--- src/rtl/ptk_pkg.sv ---
// Types, codes and constants of the time-of-day keeper.
`default_nettype none

package ptk_pkg;

    localparam int PTK_CYCLES_PER_SECOND = 32768;
    localparam int PTK_RATIO_FRAC_BITS   = 30;

    localparam int REQ_W      = 2;
    localparam int STAT_W     = 2;
    localparam int CYC_W      = 32;
    localparam int SEC_W      = 32;
    localparam int US_W       = 20;
    localparam int RATIO_W    = 31;
    localparam int CFG_IDX_W  = 1;
    localparam int CFG_DATA_W = 32;

    // delta * 1e6 and the elapsed microseconds both fit in 52 bits
    localparam int E_W       = 52;
    // corrected microseconds, up to E / 0.9
    localparam int Q_W       = 53;
    localparam int MUL_X_W   = 33;
    localparam int ACC_W     = 54;
    localparam int MUL_BIT_W = 5;
    localparam int MUL_BITS  = 20;

    localparam int DIV_DEN_W = 32;
    // covers E_W + RATIO_FRAC_BITS over the whole range of the fraction width
    localparam int DIV_CNT_W = 7;

    localparam logic [US_W-1:0]  US_PER_S        = 20'd1000000;
    localparam logic [CYC_W-1:0] DOUBLE_LIMIT_US = 32'd700000;
    localparam logic [CYC_W-1:0] MISSED_LIMIT_US = 32'd1100000;

    localparam logic [REQ_W-1:0] REQ_PULSE = 2'd0;
    localparam logic [REQ_W-1:0] REQ_SET   = 2'd1;
    localparam logic [REQ_W-1:0] REQ_QUERY = 2'd2;

    localparam logic [STAT_W-1:0] STAT_OK      = 2'd0;
    localparam logic [STAT_W-1:0] STAT_DOUBLE  = 2'd1;
    localparam logic [STAT_W-1:0] STAT_NOT_SET = 2'd2;

    localparam logic [CFG_IDX_W-1:0] CFG_FREQ_RATIO = 1'b0;
    localparam logic [CFG_IDX_W-1:0] CFG_CORR_SEC   = 1'b1;

    typedef enum logic [3:0] {
        ST_IDLE,
        ST_MUL_D,
        ST_DIV_C_GO,
        ST_DIV_C,
        ST_MUL_E,
        ST_DIV_R_GO,
        ST_DIV_R,
        ST_DIV_U_GO,
        ST_DIV_U,
        ST_DONE
    } t_state;

    typedef struct packed {
        logic                 start;
        logic [DIV_CNT_W-1:0] iters;
        logic [DIV_DEN_W-1:0] den;
    } t_div_req;

    typedef struct packed {
        logic                 done;
        logic [DIV_DEN_W-1:0] rem;
    } t_div_rsp;

endpackage

`default_nettype wire

--- src/rtl/ptk_req_if.sv ---
// Request channel: pulse, set and query words.
`default_nettype none

interface ptk_req_if;
    logic                      valid;
    logic                      ready;
    logic [ptk_pkg::REQ_W-1:0] req_type;
    logic [ptk_pkg::CYC_W-1:0] cycle_count;
    logic [ptk_pkg::SEC_W-1:0] set_seconds;

    modport source (output valid, output req_type, output cycle_count,
                    output set_seconds, input ready);
    modport sink   (input valid, input req_type, input cycle_count,
                    input set_seconds, output ready);
endinterface

`default_nettype wire

--- src/rtl/ptk_rsp_if.sv ---
// Response channel: status and time words.
`default_nettype none

interface ptk_rsp_if;
    logic                       valid;
    logic                       ready;
    logic [ptk_pkg::STAT_W-1:0] status;
    logic                       missed_pulse;
    logic [ptk_pkg::SEC_W-1:0]  seconds;
    logic [ptk_pkg::US_W-1:0]   microseconds;

    modport source (output valid, output status, output missed_pulse,
                    output seconds, output microseconds, input ready);
    modport sink   (input valid, input status, input missed_pulse,
                    input seconds, input microseconds, output ready);
endinterface

`default_nettype wire

--- src/rtl/ptk_div.sv ---
// Bit-serial restoring divider, one quotient bit per cycle.
`default_nettype none

module ptk_div #(
    parameter int NUM_W = ptk_pkg::E_W + ptk_pkg::PTK_RATIO_FRAC_BITS
) (
    input  wire logic              i_clk,
    input  wire logic              i_rst_n,
    input  wire ptk_pkg::t_div_req i_div,
    input  wire logic [NUM_W-1:0]  i_num,
    output ptk_pkg::t_div_rsp      o_div,
    output logic [NUM_W-1:0]       o_quo
);
    import ptk_pkg::*;

    logic [NUM_W-1:0]     r_sr;
    logic [DIV_DEN_W-1:0] r_rem;
    logic [DIV_DEN_W-1:0] r_den;
    logic [DIV_CNT_W-1:0] r_cnt;
    logic                 r_busy;
    logic                 r_done;

    logic [DIV_DEN_W:0]   rem2;
    logic [DIV_DEN_W:0]   diff;
    logic                 qbit;

    // numerator is left-aligned; quotient bits fill in from the bottom
    assign rem2 = {r_rem, r_sr[NUM_W-1]};
    assign diff = rem2 - {1'b0, r_den};
    assign qbit = (rem2 >= {1'b0, r_den});

    always_ff @(posedge i_clk) begin
        if (!i_rst_n) begin
            r_busy <= 1'b0;
            r_done <= 1'b0;
            r_cnt  <= '0;
        end else begin
            r_done <= 1'b0;
            if (i_div.start) begin
                r_busy <= 1'b1;
                r_cnt  <= i_div.iters;
            end else if (r_busy) begin
                r_cnt <= r_cnt - DIV_CNT_W'(1);
                if (r_cnt == DIV_CNT_W'(1)) begin
                    r_busy <= 1'b0;
                    r_done <= 1'b1;
                end
            end
        end
    end

    always_ff @(posedge i_clk) begin
        if (i_div.start) begin
            r_sr  <= i_num;
            r_rem <= '0;
            r_den <= i_div.den;
        end else if (r_busy) begin
            r_sr  <= {r_sr[NUM_W-2:0], qbit};
            r_rem <= qbit ? diff[DIV_DEN_W-1:0] : rem2[DIV_DEN_W-1:0];
        end
    end

    assign o_div.done = r_done;
    assign o_div.rem  = r_rem;
    assign o_quo      = r_sr;

endmodule

`default_nettype wire

--- src/rtl/pps_time_of_day_keeper.sv ---
// Time-of-day keeper: second counter stepped by RTC pulses, with corrected queries.
// One request word at a time. A set, an unused code or a query before the time is
// set goes straight to the result. A pulse runs a shift-add multiply of the cycle
// delta by 1e6, starts the divider, runs a bit-serial divide by CYCLES_PER_SECOND
// and then finishes. A valid query takes the same two steps, another shift-add
// multiply, a divide by the frequency ratio and a divide by 1e6, all on the one
// serial divider. A finished response word sits in the output register while the
// block takes the next request.
// Configuration writes are taken at any cycle with i_cfg_we high; a frequency ratio
// outside 0.9 to 1.1 is dropped.
`default_nettype none

module pps_time_of_day_keeper #(
    parameter int CYCLES_PER_SECOND = ptk_pkg::PTK_CYCLES_PER_SECOND,
    parameter int RATIO_FRAC_BITS   = ptk_pkg::PTK_RATIO_FRAC_BITS
) (
    input  wire logic                            i_clk,
    input  wire logic                            i_rst_n,
    ptk_req_if.sink                              i_req,
    ptk_rsp_if.source                            o_rsp,
    input  wire logic                            i_cfg_we,
    input  wire logic [ptk_pkg::CFG_IDX_W-1:0]   i_cfg_idx,
    input  wire logic [ptk_pkg::CFG_DATA_W-1:0]  i_cfg_data
);
    import ptk_pkg::*;

    localparam int NUM_W = E_W + RATIO_FRAC_BITS;

    localparam logic [E_W-1:0]       HALF_C   = E_W'(CYCLES_PER_SECOND / 2);
    localparam logic [DIV_DEN_W-1:0] DEN_C    = DIV_DEN_W'(CYCLES_PER_SECOND);
    localparam logic [RATIO_W-1:0]   RATIO_ONE = RATIO_W'(64'd1 << RATIO_FRAC_BITS);
    localparam logic [RATIO_W-1:0]   RATIO_LO =
        RATIO_W'(((64'd9 << RATIO_FRAC_BITS) + 64'd9) / 64'd10);
    localparam logic [RATIO_W-1:0]   RATIO_HI =
        RATIO_W'((64'd11 << RATIO_FRAC_BITS) / 64'd10);
    localparam logic [DIV_CNT_W-1:0] ITER_C   = DIV_CNT_W'(E_W);
    localparam logic [DIV_CNT_W-1:0] ITER_R   = DIV_CNT_W'(NUM_W);
    localparam logic [DIV_CNT_W-1:0] ITER_U   = DIV_CNT_W'(Q_W);
    localparam logic [MUL_BIT_W-1:0] MUL_TOP  = MUL_BIT_W'(MUL_BITS - 1);

    t_state r_state, n_state;

    // configuration and time state
    logic [RATIO_W-1:0] r_freq_ratio;
    logic [SEC_W-1:0]   r_corr_sec;
    logic [SEC_W-1:0]   r_sec_cnt;
    logic [CYC_W-1:0]   r_last_cyc;
    logic               r_time_valid;

    // working registers
    logic [REQ_W-1:0]     r_req;
    logic [CYC_W-1:0]     r_cyc;
    logic [MUL_X_W-1:0]   r_mul_x;
    logic [ACC_W-1:0]     r_acc;
    logic [MUL_BIT_W-1:0] r_bit;
    logic [CYC_W-1:0]     r_us;

    logic [STAT_W-1:0] r_res_status;
    logic              r_res_missed;
    logic [SEC_W-1:0]  r_res_sec;
    logic [US_W-1:0]   r_res_us;

    logic              r_o_valid;
    logic [STAT_W-1:0] r_o_status;
    logic              r_o_missed;
    logic [SEC_W-1:0]  r_o_sec;
    logic [US_W-1:0]   r_o_us;

    t_div_req         div_req;
    t_div_rsp         div_rsp;
    logic [NUM_W-1:0] div_num;
    logic [NUM_W-1:0] div_quo;

    logic             in_acc;
    logic             out_load;
    logic             mul_step;
    logic [ACC_W-1:0] mul_next;
    logic [ACC_W-1:0] e_sum;
    logic [E_W-1:0]   e_val;
    logic [E_W-1:0]   c_num;
    logic [CYC_W-1:0] pulse_us;
    logic             pulse_done;
    logic [SEC_W-1:0] sec_next;

    assign i_req.ready = (r_state == ST_IDLE) && i_rst_n;
    assign in_acc      = i_req.valid && i_req.ready;
    assign out_load    = (r_state == ST_DONE) && (!r_o_valid || o_rsp.ready);
    assign mul_step    = (r_state == ST_MUL_D) || (r_state == ST_MUL_E);

    // shift-add multiply by 1e6, one constant bit per cycle, MSB first
    assign mul_next = (r_acc << 1) + (US_PER_S[r_bit] ?
        {{(ACC_W-MUL_X_W){r_mul_x[MUL_X_W-1]}}, r_mul_x} : ACC_W'(0));

    assign c_num = r_acc[E_W-1:0] + HALF_C;

    // negative sum means the time lies before the correction point
    assign e_sum = r_acc + {{(ACC_W-CYC_W){1'b0}}, r_us};
    assign e_val = e_sum[ACC_W-1] ? E_W'(0) : e_sum[E_W-1:0];

    assign pulse_us   = div_quo[CYC_W-1:0];
    assign pulse_done = (r_state == ST_DIV_C) && div_rsp.done && (r_req == REQ_PULSE);
    assign sec_next   = r_sec_cnt + ((pulse_us > MISSED_LIMIT_US) ? SEC_W'(2) : SEC_W'(1));

    ptk_div #(
        .NUM_W (NUM_W)
    ) u_div (
        .i_clk   (i_clk),
        .i_rst_n (i_rst_n),
        .i_div   (div_req),
        .i_num   (div_num),
        .o_div   (div_rsp),
        .o_quo   (div_quo)
    );

    always_ff @(posedge i_clk) begin
        if (!i_rst_n) begin
            r_state <= ST_IDLE;
        end else begin
            r_state <= n_state;
        end
    end

    always_comb begin
        n_state = r_state;
        div_req = '0;
        div_num = '0;
        unique case (r_state)
            ST_IDLE: begin
                if (in_acc) begin
                    if ((i_req.req_type == REQ_PULSE) ||
                        ((i_req.req_type == REQ_QUERY) && r_time_valid)) begin
                        n_state = ST_MUL_D;
                    end else begin
                        n_state = ST_DONE;
                    end
                end
            end
            ST_MUL_D: begin
                if (r_bit == '0) begin
                    n_state = ST_DIV_C_GO;
                end
            end
            ST_DIV_C_GO: begin
                div_req.start = 1'b1;
                div_req.iters = ITER_C;
                div_req.den   = DEN_C;
                div_num       = {c_num, {(NUM_W-E_W){1'b0}}};
                n_state       = ST_DIV_C;
            end
            ST_DIV_C: begin
                if (div_rsp.done) begin
                    n_state = (r_req == REQ_PULSE) ? ST_DONE : ST_MUL_E;
                end
            end
            ST_MUL_E: begin
                if (r_bit == '0) begin
                    n_state = ST_DIV_R_GO;
                end
            end
            ST_DIV_R_GO: begin
                div_req.start = 1'b1;
                div_req.iters = ITER_R;
                div_req.den   = {{(DIV_DEN_W-RATIO_W){1'b0}}, r_freq_ratio};
                div_num       = {e_val, {(NUM_W-E_W){1'b0}}};
                n_state       = ST_DIV_R;
            end
            ST_DIV_R: begin
                if (div_rsp.done) begin
                    n_state = ST_DIV_U_GO;
                end
            end
            ST_DIV_U_GO: begin
                div_req.start = 1'b1;
                div_req.iters = ITER_U;
                div_req.den   = {{(DIV_DEN_W-US_W){1'b0}}, US_PER_S};
                div_num       = {div_quo[Q_W-1:0], {(NUM_W-Q_W){1'b0}}};
                n_state       = ST_DIV_U;
            end
            ST_DIV_U: begin
                if (div_rsp.done) begin
                    n_state = ST_DONE;
                end
            end
            ST_DONE: begin
                if (out_load) begin
                    n_state = ST_IDLE;
                end
            end
            default: begin
                n_state = ST_IDLE;
            end
        endcase
    end

    always_ff @(posedge i_clk) begin
        if (!i_rst_n) begin
            r_freq_ratio <= RATIO_ONE;
            r_corr_sec   <= '0;
        end else if (i_cfg_we) begin
            unique case (i_cfg_idx)
                CFG_FREQ_RATIO: begin
                    if ((i_cfg_data[RATIO_W-1:0] >= RATIO_LO) &&
                        (i_cfg_data[RATIO_W-1:0] <= RATIO_HI)) begin
                        r_freq_ratio <= i_cfg_data[RATIO_W-1:0];
                    end
                end
                CFG_CORR_SEC: begin
                    r_corr_sec <= i_cfg_data[SEC_W-1:0];
                end
                default: begin
                    r_corr_sec <= r_corr_sec;
                end
            endcase
        end
    end

    always_ff @(posedge i_clk) begin
        if (!i_rst_n) begin
            r_sec_cnt    <= '0;
            r_last_cyc   <= '0;
            r_time_valid <= 1'b0;
        end else begin
            if (in_acc && (i_req.req_type == REQ_SET)) begin
                r_sec_cnt    <= i_req.set_seconds;
                r_last_cyc   <= i_req.cycle_count;
                r_time_valid <= 1'b1;
            end
            // a double pulse leaves the time untouched
            if (pulse_done && (pulse_us >= DOUBLE_LIMIT_US)) begin
                r_sec_cnt  <= sec_next;
                r_last_cyc <= r_cyc;
            end
        end
    end

    always_ff @(posedge i_clk) begin
        if (in_acc) begin
            r_req        <= i_req.req_type;
            r_cyc        <= i_req.cycle_count;
            r_mul_x      <= {1'b0, i_req.cycle_count - r_last_cyc};
            r_acc        <= '0;
            r_bit        <= MUL_TOP;
            r_res_missed <= 1'b0;
            r_res_us     <= '0;
            r_res_sec    <= (i_req.req_type == REQ_SET) ? i_req.set_seconds : r_sec_cnt;
            r_res_status <= ((i_req.req_type == REQ_QUERY) && !r_time_valid) ?
                            STAT_NOT_SET : STAT_OK;
        end
        if (mul_step) begin
            r_acc <= mul_next;
            r_bit <= r_bit - MUL_BIT_W'(1);
        end
        if ((r_state == ST_DIV_C) && div_rsp.done) begin
            r_us    <= pulse_us;
            r_mul_x <= {1'b0, r_sec_cnt} - {1'b0, r_corr_sec};
            r_acc   <= '0;
            r_bit   <= MUL_TOP;
        end
        if (pulse_done) begin
            if (pulse_us < DOUBLE_LIMIT_US) begin
                r_res_status <= STAT_DOUBLE;
            end else begin
                r_res_missed <= (pulse_us > MISSED_LIMIT_US);
                r_res_sec    <= sec_next;
            end
        end
        if ((r_state == ST_DIV_U) && div_rsp.done) begin
            r_res_us  <= div_rsp.rem[US_W-1:0];
            r_res_sec <= div_quo[SEC_W-1:0] + r_corr_sec;
        end
        if (out_load) begin
            r_o_status <= r_res_status;
            r_o_missed <= r_res_missed;
            r_o_sec    <= r_res_sec;
            r_o_us     <= r_res_us;
        end
    end

    always_ff @(posedge i_clk) begin
        if (!i_rst_n) begin
            r_o_valid <= 1'b0;
        end else if (out_load) begin
            r_o_valid <= 1'b1;
        end else if (o_rsp.ready) begin
            r_o_valid <= 1'b0;
        end
    end

    assign o_rsp.valid        = r_o_valid;
    assign o_rsp.status       = r_o_status;
    assign o_rsp.missed_pulse = r_o_missed;
    assign o_rsp.seconds      = r_o_sec;
    assign o_rsp.microseconds = r_o_us;

endmodule

`default_nettype wire

--- src/flat_wrapper.sv ---
// flat-port wrapper written by rule: the top's interface ports become plain ports
module pps_time_of_day_keeper_flat import ptk_pkg::*;
#(
    parameter int CYCLES_PER_SECOND = ptk_pkg::PTK_CYCLES_PER_SECOND,
    parameter int RATIO_FRAC_BITS   = ptk_pkg::PTK_RATIO_FRAC_BITS
)
  (i_clk, i_rst_n, i_cfg_we, i_cfg_idx, i_cfg_data, i_req_valid, i_req_req_type, i_req_cycle_count, i_req_set_seconds, i_req_ready, o_rsp_valid, o_rsp_status, o_rsp_missed_pulse, o_rsp_seconds, o_rsp_microseconds, o_rsp_ready);
  ptk_req_if i_req_i ();
  ptk_rsp_if o_rsp_i ();
  input  wire logic i_clk;
  input  wire logic i_rst_n;
  input  wire logic i_cfg_we;
  input  wire logic [ptk_pkg::CFG_IDX_W-1:0] i_cfg_idx;
  input  wire logic [ptk_pkg::CFG_DATA_W-1:0] i_cfg_data;
  input wire logic [$bits(i_req_i.valid)-1:0] i_req_valid;
  input wire logic [$bits(i_req_i.req_type)-1:0] i_req_req_type;
  input wire logic [$bits(i_req_i.cycle_count)-1:0] i_req_cycle_count;
  input wire logic [$bits(i_req_i.set_seconds)-1:0] i_req_set_seconds;
  output wire logic [$bits(i_req_i.ready)-1:0] i_req_ready;
  output wire logic [$bits(o_rsp_i.valid)-1:0] o_rsp_valid;
  output wire logic [$bits(o_rsp_i.status)-1:0] o_rsp_status;
  output wire logic [$bits(o_rsp_i.missed_pulse)-1:0] o_rsp_missed_pulse;
  output wire logic [$bits(o_rsp_i.seconds)-1:0] o_rsp_seconds;
  output wire logic [$bits(o_rsp_i.microseconds)-1:0] o_rsp_microseconds;
  input wire logic [$bits(o_rsp_i.ready)-1:0] o_rsp_ready;
  assign i_req_i.valid = i_req_valid;
  assign i_req_i.req_type = i_req_req_type;
  assign i_req_i.cycle_count = i_req_cycle_count;
  assign i_req_i.set_seconds = i_req_set_seconds;
  assign i_req_ready = i_req_i.ready;
  assign o_rsp_valid = o_rsp_i.valid;
  assign o_rsp_status = o_rsp_i.status;
  assign o_rsp_missed_pulse = o_rsp_i.missed_pulse;
  assign o_rsp_seconds = o_rsp_i.seconds;
  assign o_rsp_microseconds = o_rsp_i.microseconds;
  assign o_rsp_i.ready = o_rsp_ready;
  pps_time_of_day_keeper #(.CYCLES_PER_SECOND(CYCLES_PER_SECOND), .RATIO_FRAC_BITS(RATIO_FRAC_BITS)) u_core (.i_clk(i_clk), .i_rst_n(i_rst_n), .i_req(i_req_i), .o_rsp(o_rsp_i), .i_cfg_we(i_cfg_we), .i_cfg_idx(i_cfg_idx), .i_cfg_data(i_cfg_data));
endmodule
--- config.mk ---
export PLATFORM = sky130hd
export DESIGN_NAME = pps_time_of_day_keeper_flat
export DESIGN_NICKNAME = d
export VERILOG_FILES = /design/src/rtl/ptk_pkg.sv /design/src/rtl/ptk_req_if.sv /design/src/rtl/ptk_rsp_if.sv /design/src/rtl/ptk_div.sv /design/src/rtl/pps_time_of_day_keeper.sv /design/src/flat_wrapper.sv
export SDC_FILE = /design/constraint.sdc
export NUM_CORES = 2
export LEC_CHECK = 0
export BUFFER_PORTS_ARGS = -buffer_cell sky130_fd_sc_hd__buf_4
export CAP_MARGIN = 20
export CELL_PAD_IN_SITES_DETAIL_PLACEMENT = 0
export CELL_PAD_IN_SITES_GLOBAL_PLACEMENT = 1
export CORE_MARGIN = 8
export CORE_UTILIZATION = 40
export CTS_BUF_LIST = sky130_fd_sc_hd__clkbuf_4
export CTS_CLUSTER_SIZE = 20
export DETAILED_ROUTE_END_ITERATION = 8
export PLACE_DENSITY = 0.8
export SKIP_CTS_REPAIR_TIMING = 1
export SLEW_MARGIN = 20
export SYNTH_ARGS = -nofsm -noshare
export SYNTH_HDL_FRONTEND = slang
export SYNTH_HIERARCHICAL = 1
export SYNTH_SLANG_ARGS = --single-unit
--- constraint.sdc ---
create_clock -name i_clk -period 6 [get_ports i_clk]
set_input_delay 1.2 -clock i_clk [delete_from_list [all_inputs] [get_ports i_clk]]
set_output_delay 1.2 -clock i_clk [all_outputs]
set_load 0.03 [all_outputs]
==> results_tabular.tex <==
\begin{tabular}{lr}
\hline
Metric & Value \\
\hline
\multicolumn{2}{l}{\textbf{Status}} \\
Run status & finished clean \\
\multicolumn{2}{l}{\textbf{Layout}} \\
Area grow syn2layout & 12.17\% \\
Nets@finish & 4475 \\
Share of the core filled with cells in the final layout & 45.32\% \\
Fraction of final layout cells sized beyond drive strength 1 & 13.97\% \\
Number of filler instances in the final layout & 8664 \\
Non-filler cells in the finished layout & 5448 \\
\multicolumn{2}{l}{\textbf{Worst setup path}} \\
Critical path start-end classification & flip-flop to flip-flop \\
Slack of the worst reg-to-reg path & 1.44 ns \\
CP Capture Type & flip-flop \\
Data arrival time at the worst-slack endpoint & 5.42 ns \\
Worst path required time & 6.86 ns \\
Highest fanout seen on the critical path & 7 \\
Startpoint Class & flip-flop \\
\multicolumn{2}{l}{\textbf{Floorplan}} \\
Width of the die & 315.0 microns \\
Vertical extent of the die & 315.0 microns \\
Number of top-level pins & 161 \\
Die footprint & 99230 sq um \\
Placement Rows & 109 \\
Core Footprint & 88510 sq um \\
Effective utilization at floorplan & 40.40\% \\
\multicolumn{2}{l}{\textbf{STA}} \\
Measured slew at the worst slew-check pin & 1.095 ns \\
Final-report max-slew violation count & 0 \\
Headroom to the max-slew limit & 26.70\% \\
Final setup vio count & 0 \\
Crit path setup slack, layout & 1.439 ns \\
Final min period & 4.561 ns \\
Crit share post-route & 76.02\% \\
Post-route clock skew & 0.06793 ns \\
Final hold violation count & 0 \\
Post-Route Setup TNS & 0 ns \\
RSZ-0062 raised after global routing & false \\
Fmax & 219.3 MHz \\
\multicolumn{2}{l}{\textbf{Route}} \\
Overall via count from detail\_route & 30814 \\
Total iterations of the first detailed-routing run & 6 \\
DRC viols & 0 \\
Post-route antenna net violation count & 0 \\
Routed via count divided by cell count & 5.656 \\
Number of DRC markers in iteration 0 & 2439 \\
Wire length reported by the detailed router & 113500 microns \\
Avg WL per Cell & 20.84 microns \\
\multicolumn{2}{l}{\textbf{Place}} \\
Number of I/O port buffers & 160 \\
DP Cell Count & 5155 \\
Post-place setup slack & 1.531 ns \\
Post-DP HPWL & 84280 microns \\
Placer Congestion & 0.9582 \\
\multicolumn{2}{l}{\textbf{Min path}} \\
Hold Crit Class & input port to flip-flop \\
\multicolumn{2}{l}{\textbf{Global routing}} \\
Initial antenna violation count & 4 \\
Via count of the first global-routing pass & 29349 \\
Largest net degree at the start of global routing & 154 \\
Remaining global-route overflow & 0 \\
Wire length of the first global-routing pass & 174200 microns \\
Total Routing Usage GR & 22.28\% \\
\multicolumn{2}{l}{\textbf{Pwr}} \\
Total leakage power & 16.15 nW \\
Worst IR drop on VDD & 0.2230 mV \\
Power density relative to cell area & 423.2 nW/um\^{}2 \\
Overall power & 16.98 mW \\
\multicolumn{2}{l}{\textbf{Logic synthesis}} \\
Top area cells in the synthesized netlist & sky130\_fd\_sc\_hd\_\_edfxtp\_1, sky130\_fd\_sc\_hd\_\_dfxtp\_1, sky130\_fd\_sc\_hd\_\_ha\_1, sky130\_fd\_sc\_hd\_\_nand2\_1, sky130\_fd\_sc\_hd\_\_a21oi\_1 \\
Average footprint of a synthesized cell & 8.994 sq um \\
Cells after synthesis & 3976 \\
Ys flop type & sky130\_fd\_sc\_hd\_\_edfxtp\_1 \\
Fraction of synthesized cell area taken by the top area cell type & 24.18\% \\
Area of the mapped netlist & 35760 sq um \\
Synth unique cells & 104 \\
EDFF count, synth & 288 \\
Largest area contributor in the netlist & sky130\_fd\_sc\_hd\_\_edfxtp\_1 \\
Number of flip-flops and latches in the synthesized netlist & 557 \\
Leading cell type by number of instances after synthesis & sky130\_fd\_sc\_hd\_\_nand2\_1 \\
Commonest cells in the synthesized netlist & sky130\_fd\_sc\_hd\_\_nand2\_1, sky130\_fd\_sc\_hd\_\_nor2\_1, sky130\_fd\_sc\_hd\_\_a21oi\_1, sky130\_fd\_sc\_hd\_\_edfxtp\_1, sky130\_fd\_sc\_hd\_\_dfxtp\_1 \\
Sequential fraction of the synthesis area & 39.24\% \\
Total of warnings raised by yosys & 6 \\
Share of synthesized registers carrying an async set or reset & 0\% \\
\multicolumn{2}{l}{\textbf{Clock tree}} \\
Latest clock arrival within the worst-skew pair & 1.01 ns \\
Register clock-pin slew on the reported worst setup and hold paths & 0.07 ns \\
Clock Tree Buf Depth & 3 \\
Number of buffers created by CTS & 155 \\
Deepest level of the CTS H-tree & 4 \\
Root buffer selected by CTS & sky130\_fd\_sc\_hd\_\_clkbuf\_4 \\
Clock tree from TritonCTS & yes \\
CTS sink cnt & 557 \\
\multicolumn{2}{l}{\textbf{Flow run}} \\
Number of violations of the max-capacitance limit & 0 \\
\hline
\end{tabular}
cell type report:
class	instances	area [sq um]	share of cell area, %
diodes	3	7.507	0.01871
clock buffers	237	1779	4.435
clock inverters	53	321.6	0.8016
inverters	159	600.6	1.497
multi-input cells	3081	20440	50.95
flip-flops and latches	557	14030	34.99
well taps	1165	1458	3.634
repair buffers	193	1474	3.674
flip-flops by register name (all words and copies together) (netlist names), 2 cells and up, named ones only:
name                       flops
u_core/u_div/r_den            32
u_core/u_div/o_quo            82
u_core/r_cyc                  32
u_core/r_last_cyc             32
u_core/r_req                   2
u_core/o_rsp.status            2
u_core/r_freq_ratio           31
u_core/o_rsp.microseconds     20
u_core/r_us                   32
u_core/r_res_us               20
u_core/r_corr_sec             32
u_core/u_div/r_rem            32
u_core/r_sec_cnt              32
u_core/o_rsp.seconds          32
u_core/r_acc                  54
u_core/r_state                 4
u_core/r_res_status            2
u_core/r_res_sec              32
u_core/r_mul_x                33
u_core/r_bit                   5
u_core/u_div/r_cnt             7
critical path, cell delays in order, from the launching register on:
cell and delay (ns):
sky130_fd_sc_hd__edfxtp_1 0.45, sky130_fd_sc_hd__nor4_1 0.34, sky130_fd_sc_hd__a31oi_1 0.13, sky130_fd_sc_hd__o41a_1 0.31
sky130_fd_sc_hd__o311ai_0 0.30, sky130_fd_sc_hd__nand2_1 0.09, sky130_fd_sc_hd__a21o_1 0.24, sky130_fd_sc_hd__inv_1 0.13
sky130_fd_sc_hd__ha_1 0.20, sky130_fd_sc_hd__inv_1 0.06, sky130_fd_sc_hd__fa_1 0.49, sky130_fd_sc_hd__nor2_1 0.29
sky130_fd_sc_hd__and2_1 0.31, sky130_fd_sc_hd__nand3_1 0.29, sky130_fd_sc_hd__nor3_1 0.29, sky130_fd_sc_hd__xnor2_1 0.15
sky130_fd_sc_hd__nor2_1 0.07, sky130_fd_sc_hd__a221oi_1 0.23, sky130_fd_sc_hd__nor2_1 0.06
stage by stage:
stage / instance area [sq um] / hold WS (ns)
6_report: 40110 / 0.4054
2_1_floorplan: 35870 / 0.4003
3_5_place_dp: 38000 / 0.4056
5_1_grt: 40110 / 0.3169
4_1_cts: 40100 / 0.2749
3_3_place_gp: 38000 / 0.4017
power breakdown:
group / internal (mW) / switching, mW
clock: 1.91 / 1.75
combinational: 2.89 / 4.37
sequential: 5.14 / 0.924
total: 9.94 / 7.04
cells in the final DEF (no fill, tap or decap), drive strengths merged, types with 49 or more instances in the layout:
cell,instances
inv,160
mux2i,84
dfxtp,269
xnor2,135
edfxtp,288
nor2,332
o21ai,233
a21o,123
a21oi,296
o211ai,63
xor2,122
and2,92
a211oi,49
a22oi,64
clkbuf,237
mux2,84
ha,217
nor3,63
nand3,86
buf,193
nand2,458
cell families after synthesis:
family | after synthesis | share of synthesized area (%)
xor+xnor | 257 | 6.294
fa+ha+maj | 224 | 7.984
compound gates | 1136 | 20.93
simple gates | 1265 | 16.40
other cells | 1 | 0.01049
mux | 168 | 4.996
flops | 557 | 39.24
buf+inv | 368 | 4.142
routing by layer:
metal | share of wire, % | GRT usage [%] | vias to the layer above
met5 | 0 | 0 | -
met4 | 2.9 | 7.973 | 0
met3 | 6.3 | 3.719 | 170
met2 | 45 | 35.24 | 1079
met1 | 46 | 30.64 | 14606
li1 | - | - | 14959
final timing paths:
path                                             from                       endpoint  depth (start not counted)
worst min-delay path             i_req_cycle_count[0]                u_core/r_cyc[0]                          1
worst min register to register    u_core/r_res_us[14]  u_core/o_rsp.microseconds[14]                          0
worst max register to register  u_core/u_div/o_quo[3]           u_core/r_sec_cnt[30]                         18
worst max-delay path            u_core/u_div/o_quo[3]           u_core/r_sec_cnt[30]                         18
Note: power is estimated with default switching activity, not from simulation.
